$ cat config.mk
export PLATFORM = sky130hd
export DESIGN_NAME = thermal_frame_deframer_unit
export DESIGN_NICKNAME = d
export VERILOG_FILES = /design/src/hdl/tfd_pkg.sv /design/src/hdl/thermal_frame_deframer_unit.sv
export SDC_FILE = /design/constraint.sdc
export NUM_CORES = 1
export LEC_CHECK = 0
export ABC_CLOCK_PERIOD_IN_PS = 4200
export BUFFER_PORTS_ARGS = -buffer_cell sky130_fd_sc_hd__buf_2
export CAP_MARGIN = 15
export CORE_MARGIN = 2
export CORE_UTILIZATION = 52
export CTS_CLUSTER_DIAMETER = 200
export DETAILED_ROUTE_END_ITERATION = 8
export PLACE_DENSITY = 0.76
export REMOVE_ABC_BUFFERS = 1
export SLEW_MARGIN = 20
export SYNTH_ARGS = -nofsm -noshare
export SYNTH_HDL_FRONTEND = slang
export SYNTH_SLANG_ARGS = --single-unit
$ cat constraint.sdc
create_clock -name i_clk -period 4.2 [get_ports i_clk]
set_input_delay 0.84 -clock i_clk [delete_from_list [all_inputs] [get_ports i_clk]]
set_output_delay 0.84 -clock i_clk [all_outputs]
set_load 0.01 [all_outputs]
$ cat src/hdl/tfd_pkg.sv
// Package with the framing constants and parser phase type of the thermal frame deframer.
package tfd_pkg;

    localparam int PIXELS = 768;

    localparam logic [7:0]  SYNC_BYTE    = 8'h5A;
    localparam int          PREFIX_BYTES = 5;
    localparam logic [15:0] LEN_PLAIN    = 16'(2 * PIXELS + 2);
    localparam logic [15:0] LEN_PREFIXED = 16'(2 * PIXELS + 7);
    localparam logic [15:0] LEN_AFTER_PREFIX = 16'(2 * PIXELS + 7 - PREFIX_BYTES);
    localparam logic [15:0] TRAILER_BYTES = 16'd2;

    localparam int INDEX_W = 10;
    localparam int COUNT_W = $clog2(PIXELS + 1);

    localparam logic [7:0] REG_LOW_LIMIT  = 8'd0;
    localparam logic [7:0] REG_HIGH_LIMIT = 8'd1;

    localparam logic signed [15:0] LOW_LIMIT_RESET  = -16'sd4000;
    localparam logic signed [15:0] HIGH_LIMIT_RESET = 16'sd20000;

    typedef enum logic [2:0] {
        PH_HUNT1,
        PH_HUNT2,
        PH_LEN_LO,
        PH_LEN_HI,
        PH_PREFIX,
        PH_PIX_LO,
        PH_PIX_HI,
        PH_SKIP
    } t_phase;

endpackage

$ cat src/hdl/thermal_frame_deframer_unit.sv
// Byte-serial deframer for thermal camera frames with per-frame min/max check.
//
// Usage: received bytes enter on the input channel (i_in_valid, o_in_ready,
// i_rx_byte), one byte per transaction. The parser hunts for the sync pair
// 0x5A 0x5A, reads a little-endian payload length and then either decodes
// pixels or skips the payload. Each completed pixel leaves as one result
// transaction (o_frame_end low); the last byte of a pixel frame produces a
// summary transaction (o_frame_end high) with min, max and an ok flag.
// The limit registers are written on the configuration channel (i_cfg_valid,
// o_cfg_ready, i_cfg_index, i_cfg_data) while the block idles; the user must
// keep to that, the block does not enforce it. A result is registered and
// appears in the cycle after the byte that completes it. Throughput: one byte
// per cycle while results are taken, set by the single parser stage that
// feeds the result register. When the receiver stalls, the result register
// holds its transaction and o_in_ready falls until the result is taken; a byte
// that yields no result still needs the result register free. Synchronous
// active-low reset puts the parser back into sync hunt, empties the result
// register and restores the default limits.
module thermal_frame_deframer_unit (
    input  logic                i_clk,
    input  logic                i_rst_n,
    input  logic                i_in_valid,
    output logic                o_in_ready,
    input  logic [7:0]          i_rx_byte,
    output logic                o_out_valid,
    input  logic                i_out_ready,
    output logic                o_frame_end,
    output logic [9:0]          o_pixel_index,
    output logic signed [15:0]  o_temp_centi,
    output logic                o_frame_ok,
    output logic signed [15:0]  o_frame_min,
    output logic signed [15:0]  o_frame_max,
    input  logic                i_cfg_valid,
    output logic                o_cfg_ready,
    input  logic [7:0]          i_cfg_index,
    input  logic [15:0]         i_cfg_data
);
    import tfd_pkg::*;

    t_phase                     r_phase, n_phase;
    logic [15:0]                r_left, n_left;
    logic                       r_pix_frame, n_pix_frame;
    logic [7:0]                 r_low, n_low;
    logic [COUNT_W-1:0]         r_count, n_count;
    logic signed [15:0]         r_min, n_min;
    logic signed [15:0]         r_max, n_max;
    logic signed [15:0]         r_low_limit, r_high_limit;

    logic                       r_out_valid;
    logic                       r_out_end;
    logic [INDEX_W-1:0]         r_out_index;
    logic signed [15:0]         r_out_temp;
    logic                       r_out_ok;
    logic signed [15:0]         r_out_min, r_out_max;

    logic                       w_acc;
    logic [15:0]                w_len;
    logic [15:0]                w_left_dec;
    logic signed [15:0]         w_raw;
    logic                       w_res_valid;
    logic                       w_res_end;
    logic [INDEX_W-1:0]         w_res_index;
    logic signed [15:0]         w_res_temp;
    logic                       w_res_ok;
    logic signed [15:0]         w_res_min, w_res_max;

    assign o_in_ready  = !r_out_valid || i_out_ready;
    assign o_cfg_ready = 1'b1;
    assign w_acc       = i_in_valid && o_in_ready;
    assign w_len       = {i_rx_byte, r_low};
    assign w_left_dec  = r_left - 16'd1;
    assign w_raw       = {i_rx_byte, r_low};

    // Next parser phase.
    always_comb begin
        n_phase = r_phase;
        if (w_acc) begin
            case (r_phase)
                PH_HUNT1: begin
                    if (i_rx_byte == SYNC_BYTE) n_phase = PH_HUNT2;
                end
                PH_HUNT2: begin
                    n_phase = (i_rx_byte == SYNC_BYTE) ? PH_LEN_LO : PH_HUNT1;
                end
                PH_LEN_LO: n_phase = PH_LEN_HI;
                PH_LEN_HI: begin
                    if (w_len == LEN_PLAIN)         n_phase = PH_PIX_LO;
                    else if (w_len == LEN_PREFIXED) n_phase = PH_PREFIX;
                    else if (w_len == 16'd0)        n_phase = PH_HUNT1;
                    else                            n_phase = PH_SKIP;
                end
                PH_PREFIX: begin
                    if (w_left_dec == LEN_AFTER_PREFIX) n_phase = PH_PIX_LO;
                end
                PH_PIX_LO: n_phase = PH_PIX_HI;
                PH_PIX_HI: begin
                    if (w_left_dec == 16'd0)               n_phase = PH_HUNT1;
                    else if (w_left_dec <= TRAILER_BYTES)  n_phase = PH_SKIP;
                    else                                   n_phase = PH_PIX_LO;
                end
                PH_SKIP: begin
                    if (w_left_dec == 16'd0) n_phase = PH_HUNT1;
                end
                default: n_phase = PH_HUNT1;
            endcase
        end
    end

    // Datapath updates and the result of the current byte.
    always_comb begin
        n_left      = r_left;
        n_pix_frame = r_pix_frame;
        n_low       = r_low;
        n_count     = r_count;
        n_min       = r_min;
        n_max       = r_max;
        w_res_valid = 1'b0;
        w_res_end   = 1'b0;
        w_res_index = '0;
        w_res_temp  = '0;
        w_res_ok    = 1'b0;
        w_res_min   = '0;
        w_res_max   = '0;
        if (w_acc) begin
            case (r_phase)
                PH_LEN_LO: n_low = i_rx_byte;
                PH_LEN_HI: begin
                    n_left      = w_len;
                    n_count     = '0;
                    n_pix_frame = (w_len == LEN_PLAIN) || (w_len == LEN_PREFIXED);
                end
                PH_PREFIX: n_left = w_left_dec;
                PH_PIX_LO: begin
                    n_low  = i_rx_byte;
                    n_left = w_left_dec;
                end
                PH_PIX_HI: begin
                    n_left = w_left_dec;
                    if (r_count == '0) begin
                        n_min = w_raw;
                        n_max = w_raw;
                    end else begin
                        if (w_raw < r_min) n_min = w_raw;
                        if (w_raw > r_max) n_max = w_raw;
                    end
                    n_count     = r_count + COUNT_W'(1);
                    w_res_valid = 1'b1;
                    w_res_index = INDEX_W'(r_count);
                    w_res_temp  = w_raw;
                end
                PH_SKIP: begin
                    n_left = w_left_dec;
                    // The summary comes only at the end of a pixel frame's trailer.
                    if (w_left_dec == 16'd0 && r_pix_frame) begin
                        w_res_valid = 1'b1;
                        w_res_end   = 1'b1;
                        w_res_ok    = !(r_min < r_low_limit || r_max > r_high_limit);
                        w_res_min   = r_min;
                        w_res_max   = r_max;
                    end
                end
                default: ;
            endcase
        end
    end

    always_ff @(posedge i_clk) begin
        if (!i_rst_n) begin
            r_phase      <= PH_HUNT1;
            r_left       <= '0;
            r_pix_frame  <= 1'b0;
            r_low        <= '0;
            r_count      <= '0;
            r_min        <= '0;
            r_max        <= '0;
            r_low_limit  <= LOW_LIMIT_RESET;
            r_high_limit <= HIGH_LIMIT_RESET;
            r_out_valid  <= 1'b0;
        end else begin
            r_phase     <= n_phase;
            r_left      <= n_left;
            r_pix_frame <= n_pix_frame;
            r_low       <= n_low;
            r_count     <= n_count;
            r_min       <= n_min;
            r_max       <= n_max;
            if (i_cfg_valid && o_cfg_ready) begin
                case (i_cfg_index)
                    REG_LOW_LIMIT:  r_low_limit  <= i_cfg_data;
                    REG_HIGH_LIMIT: r_high_limit <= i_cfg_data;
                    default: ;
                endcase
            end
            if (w_res_valid) begin
                r_out_valid <= 1'b1;
            end else if (i_out_ready) begin
                r_out_valid <= 1'b0;
            end
        end
    end

    always_ff @(posedge i_clk) begin
        if (w_res_valid) begin
            r_out_end   <= w_res_end;
            r_out_index <= w_res_index;
            r_out_temp  <= w_res_temp;
            r_out_ok    <= w_res_ok;
            r_out_min   <= w_res_min;
            r_out_max   <= w_res_max;
        end
    end

    assign o_out_valid   = r_out_valid;
    assign o_frame_end   = r_out_end;
    assign o_pixel_index = r_out_index;
    assign o_temp_centi  = r_out_temp;
    assign o_frame_ok    = r_out_ok;
    assign o_frame_min   = r_out_min;
    assign o_frame_max   = r_out_max;

    // A frame summary always reports a minimum that does not exceed the maximum.
    a_summary_order: assert property (@(posedge i_clk) disable iff (!i_rst_n)
        (o_out_valid && o_frame_end) |-> (o_frame_min <= o_frame_max))
        else $error("frame summary has min above max");

    // While skipping, the remaining byte count is never zero.
    a_skip_count: assert property (@(posedge i_clk) disable iff (!i_rst_n)
        (r_phase == PH_SKIP) |-> (r_left != 16'd0))
        else $error("skip phase with no bytes left");

    // A new result is loaded only when the previous one was taken or absent.
    a_no_overwrite: assert property (@(posedge i_clk) disable iff (!i_rst_n)
        (o_out_valid && !i_out_ready) |=> ($stable(r_out_temp) && $stable(r_out_end)))
        else $error("pending result overwritten");

endmodule
# Word-level counts from Yosys, hierarchy flattened
# Cells that the tools add are included.
# op_classes
reduce_logical	31
n_mux	21
n_addsub	2
magnitude_cmp	5
eq_ne	15
# op_table
operator	n
16-bit two-way mux	4
16-bit by 11-bit == test with 1-bit output, second input constant	3
16-bit > comparator	2
16-bit zero test	2
16-bit < comparator	2
16-bit case mux with 2 select lines	1
3-bit case mux with 8 select lines	1
3-bit two-way mux	7
10-bit case mux with 2 select lines	1
16-bit by 2-bit less-or-equal comparator with 1-bit output, second input constant	1
2-bit AND reduction	8
16-bit by 1-bit subtractor with 16-bit output, second input constant	1
3-bit == test, second input constant	4
10-bit by 1-bit adder with 10-bit output, second input constant	1
10-bit zero test	1
2-bit nonzero test	5
3-bit AND reduction	3
8-bit by 1-bit == test with 1-bit output, second input constant	1
8-bit by 7-bit == test with 1-bit output, second input constant	1
8-bit zero test	1
3-bit by 2-bit == test with 1-bit output, second input constant	2
2-bit != test, second input constant	3
1-bit two-way mux	4
2-bit two-way mux	2
other kinds (9)	13
# word_totals
ff_bits	163
in_bits	37
out_inout_bits	63
elab_cells	90

# Longest topological paths before layout
# depth
depth_word	7
depth_mapped	12
mapped_depth_nobuf	9

# Least setup slack after synthesis
# OpenSTA, ideal clock, no wires.
# synth_timing
path_type	register -> register
startpoint	register r_left[0]
endpoint	register r_out_end (netlist: o_frame_end), enable pin
stages_incl_launch_ff	9
required_ps	3823
setup_time_ps	377
t_arrival_ps	2631
period_less_slack_ps	3008
n_path_buf	0
slack_ps	1192
cell_sequence	dfxtp_1 -> inv_1 -> ha_1 -> or4b_4 -> xnor2_1 -> o31ai_1 -> and3_1 -> and4bb_4 -> or2_4
# synth_between
elab_chain_len	6
# synth_rtl
item	line	source
start: declaration	thermal_frame_deframer_unit.sv:41	logic [15:0] r_left, n_left;
start signal: assignment	thermal_frame_deframer_unit.sv:181	r_left <= n_left;
16-bit by 1-bit subtractor with 16-bit output	thermal_frame_deframer_unit.sv:71	assign w_left_dec = r_left - 16'd1;
16-bit zero test	thermal_frame_deframer_unit.sv:154	if (w_left_dec == 16'd0 && r_pix_frame) begin
1-bit logical AND	thermal_frame_deframer_unit.sv:154	
1-bit two-way mux	thermal_frame_deframer_unit.sv:154	
1-bit case mux with 2 select lines	thermal_frame_deframer_unit.sv:125	case (r_phase)
1-bit two-way mux	thermal_frame_deframer_unit.sv:124	if (w_acc) begin
via w_res_valid	thermal_frame_deframer_unit.sv:60	logic w_res_valid;
end signal: assignment	thermal_frame_deframer_unit.sv:204	r_out_end <= w_res_end;
end: declaration	thermal_frame_deframer_unit.sv:50	logic r_out_end;
# The timed path passes the listed nets, and every way through them passes these cells.
# A chain may end at the register's enable or synchronous reset.

# Worst setup path after layout
# layout_timing
startpoint	register r_left[0]
endpoint	register r_out_index[7] (netlist: o_pixel_index[7]), enable pin
# layout_between
elab_chain_len	6
# layout_rtl
item	line	source
16-bit by 1-bit subtractor with 16-bit output	thermal_frame_deframer_unit.sv:71	
16-bit zero test	thermal_frame_deframer_unit.sv:154	
1-bit logical AND	thermal_frame_deframer_unit.sv:154	
1-bit two-way mux	thermal_frame_deframer_unit.sv:154	
1-bit case mux with 2 select lines	thermal_frame_deframer_unit.sv:125	
1-bit two-way mux	thermal_frame_deframer_unit.sv:124	
via w_res_valid	thermal_frame_deframer_unit.sv:60	
end signal: assignment	thermal_frame_deframer_unit.sv:205	r_out_index <= w_res_index;
end: declaration	thermal_frame_deframer_unit.sv:51	logic [INDEX_W-1:0] r_out_index;
# The timed path passes the listed nets, and every way through them passes these cells.

==> results_dict.tcl <==
set metrics [dict create \
    tightest_slew_ps 969 \
    dieArea_um2 17500 \
    num_rows 46 \
    cts_root_buf "clkbuf_16" \
    power_density_nw_per_um2 331 \
    htreeDepth 4 \
    die_h_um 132 \
    grt_max_degree 58 \
    vias 6922 \
    nets 1110 \
    setup_violations 0 \
    antenna_cells 0 \
    wl_per_cell_um 16.8 \
    worst_hold_path_type "reg -> reg" \
    synth_edf_count 60 \
    p_leak_nw 4.05 \
    drv_cap 0 \
    insertion_delay_ps 430 \
    slew-limit-headroom_pct 35.4 \
    ir_drop_v 0.000305 \
    total_power_mw 3.26 \
    postCtsHoldBufs 0 \
    drcViolationCount 0 \
    area_growth_pct 14.9 \
    first_iter_violations 601 \
    layout-drive-gt1-share_pct 15.5 \
    synth-seq-cells 163 \
    ant_nets 0 \
    drv_slew 0 \
    synth_top_area_share_pct 24.1 \
    grt_pass1_wl_um 32800 \
    cp-end-kind "flop" \
    clockBufferDepth 2 \
    ys_async_sr_fraction_pct 0 \
    cts.sinks 163 \
    coreArea_um2 16000 \
    ys_types 68 \
    synth.most_common_cell "dfxtp_1" \
    io_buffer_count 98 \
    numCtsBuffers 17 \
    first_pass_iters 5 \
    grt_pass1_vias 6416 \
    die_width_um 132 \
    seq_area_frac_synth_pct 45.1 \
    critPathMaxFanout 32 \
    hold_viol 0 \
    tritoncts "yes" \
    setup_ws_ps 819 \
    period_minus_slack_ps 3380 \
    antenna_found_initial 1 \
    dp_hpwl_um 14200 \
    min_period_over_period_pct 80.5 \
    rsz0062_at_grt "false" \
    ys_top_cells_by_area "dfxtp_1 24%, edfxtp_1 21%, ha_1 9.8%" \
    clk_pin_slew_ps 60 \
    dp_worst_setup_slack_ps 897 \
    drt-vias-per-instance 5.60 \
    crit_type "reg -> reg" \
    setup-tns-final_ps 0 \
    worstPathArrival_ps 3520 \
    cts_setup_buffers 0 \
    critPathSlowestCell "o31ai_1" \
    slowest_delay_ps 520 \
    outcome "finished, final reports clean" \
    synth_flop_cell "dfxtp_1" \
    syn-cell-area_um2 8570 \
    grtUsageTotal_pct 23.7 \
    ios 100 \
    start_kind "flop" \
    synth_top_area_cell "dfxtp_1" \
    worstPathRequired_ps 4340 \
    cp_num_buf_inv 2 \
    totalWireLength_um 20700 \
    initial_core_util_pct 53.5 \
    grt_overflow 0 \
    fill_cells 1352 \
    path_delay_family "simple AND/OR/NAND/NOR gates" \
    max_freq_mhz 296 \
    postSynthAreaPerCell_um2 9.33 \
    clock_skew_ps 4.92 \
    crit_chain "inv_1 > ha_1 > or4b_4 > xnor2_1 > o31ai_1 > and3_1 > and4bb_4 > or2_4 > buf_4" \
    syn_inst 918 \
    synth_commonest_cells "103 x dfxtp_1, 88 x nand2_1, 76 x nor2_1" \
    gp_congestion 0.887 \
    yosys_warnings 0 \
    ctsResizeCount 0 \
]
==> metrics by stage <==
step / hold WS [ps] / instances / area (um^2) / utilization (%)
floorplan: 443 / 873 / 8380 / -
global placement: 456 / 1203 / 9280 / 58.0
detailed placement: 463 / 1203 / 9280 / 58.0
CTS: 479 / 1235 / 9840 / 61.5
global route: 498 / 1235 / 9850 / 61.5
finish: 476 / 1235 / 9850 / 61.5
==> where the power goes <==
part | internal, mW | total (mW) | switching [mW]
registers | 1.63 | 1.64 | 0.00991
logic | 0.0491 | 0.130 | 0.0807
clock network | 0.821 | 1.49 | 0.669
==> tightest hold or removal path, delay by kind of cell (launching register included) <==
| family | cells | cell delay [ps] |
|---|---|---|
| flops | 1 | 320 |
| mux | 1 | 70 |
| simple gates | 1 | 60 |
==> sequential cells by signal (all words and copies together) (netlist names) <==
| register | cells |
|---|---|
| o_out_valid | 1 |
| o_frame_max | 16 |
| r_count | 10 |
| o_frame_min | 16 |
| r_left | 16 |
| r_max | 16 |
| o_temp_centi | 16 |
| o_frame_end | 1 |
| o_frame_ok | 1 |
| r_low_limit | 16 |
| r_low | 8 |
| r_pix_frame | 1 |
| r_high_limit | 16 |
| r_min | 16 |
| r_phase | 3 |
| o_pixel_index | 10 |
==> cell families (layout without fill, tap and decap cells) <==
group | after synthesis | in the layout | synth area share [%]
AOI/OAI and AO/OA | 175 | 175 | 12.9
xor gates and xnor gates | 8 | 8 | 0.818
adders and majority gates | 67 | 67 | 9.79
buffers and inverters | 119 | 220 | 5.40
DFF | 163 | 163 | 45.1
muxes | 52 | 52 | 6.09
other | 1 | 1 | 0.0438
and+or+nand+nor | 333 | 333 | 19.9
==> layout by cell type (no fill, tap or decap), drive strengths merged, types with 3 or more instances in the layout <==
master,synthesis,layout
nand3,27,27
a31oi,5,5
and3,7,7
o221a,3,3
a21o,12,12
buf,6,114
clkbuf,39,18
dfxtp,103,103
or3,9,9
a21oi,54,54
nor2b,6,6
nand2b,4,4
and2,63,63
o21a,9,9
nand3b,3,3
o22ai,5,5
nor4,12,12
inv,73,76
nand2,88,88
clkinvlp,0,4
or4,5,5
xor2,6,6
nand4,12,12
o211ai,10,10
nor2,76,76
clkinv,1,7
mux2i,51,51
a211oi,5,5
o21ai,47,47
nor3,8,8
ha,67,67
edfxtp,60,60
==> final timing paths <==
kind,from,end,slack [ps],cells after the start
hold / removal,r_high_limit[11]$_SDFFE_PN1P_,r_high_limit[11]$_SDFFE_PN1P_,480,2
hold reg to reg,r_high_limit[11]$_SDFFE_PN1P_,r_high_limit[11]$_SDFFE_PN1P_,480,2
setup / recovery,r_left[0]$_SDFFE_PN0P_,o_pixel_index[7]$_SDFFCE_PN0P_,820,9
setup reg to reg,r_left[0]$_SDFFE_PN0P_,o_pixel_index[7]$_SDFFCE_PN0P_,820,9
==> layout make-up <==
type	instances	area [um^2]	share of cell area (%)
clock buffers	18	429	4.36
clock inverters	14	131	1.33
well taps	216	270	2.74
multi-input cells	636	4250	43.2
repair buffers	114	623	6.33
flip-flops and latches	163	3860	39.2
inverters	74	278	2.82
==> routing by layer <==
layer | GRT usage (%) | vias up | share of wire [%]
met3 | 4.73 | 38 | 5.4
met5 | 0 | - | 0
met2 | 38.2 | 195 | 47
met4 | 9.26 | 0 | 2.1
li1 | - | 3418 | -
met1 | 31.3 | 3271 | 45
Power figures use the tool's default switching activity.
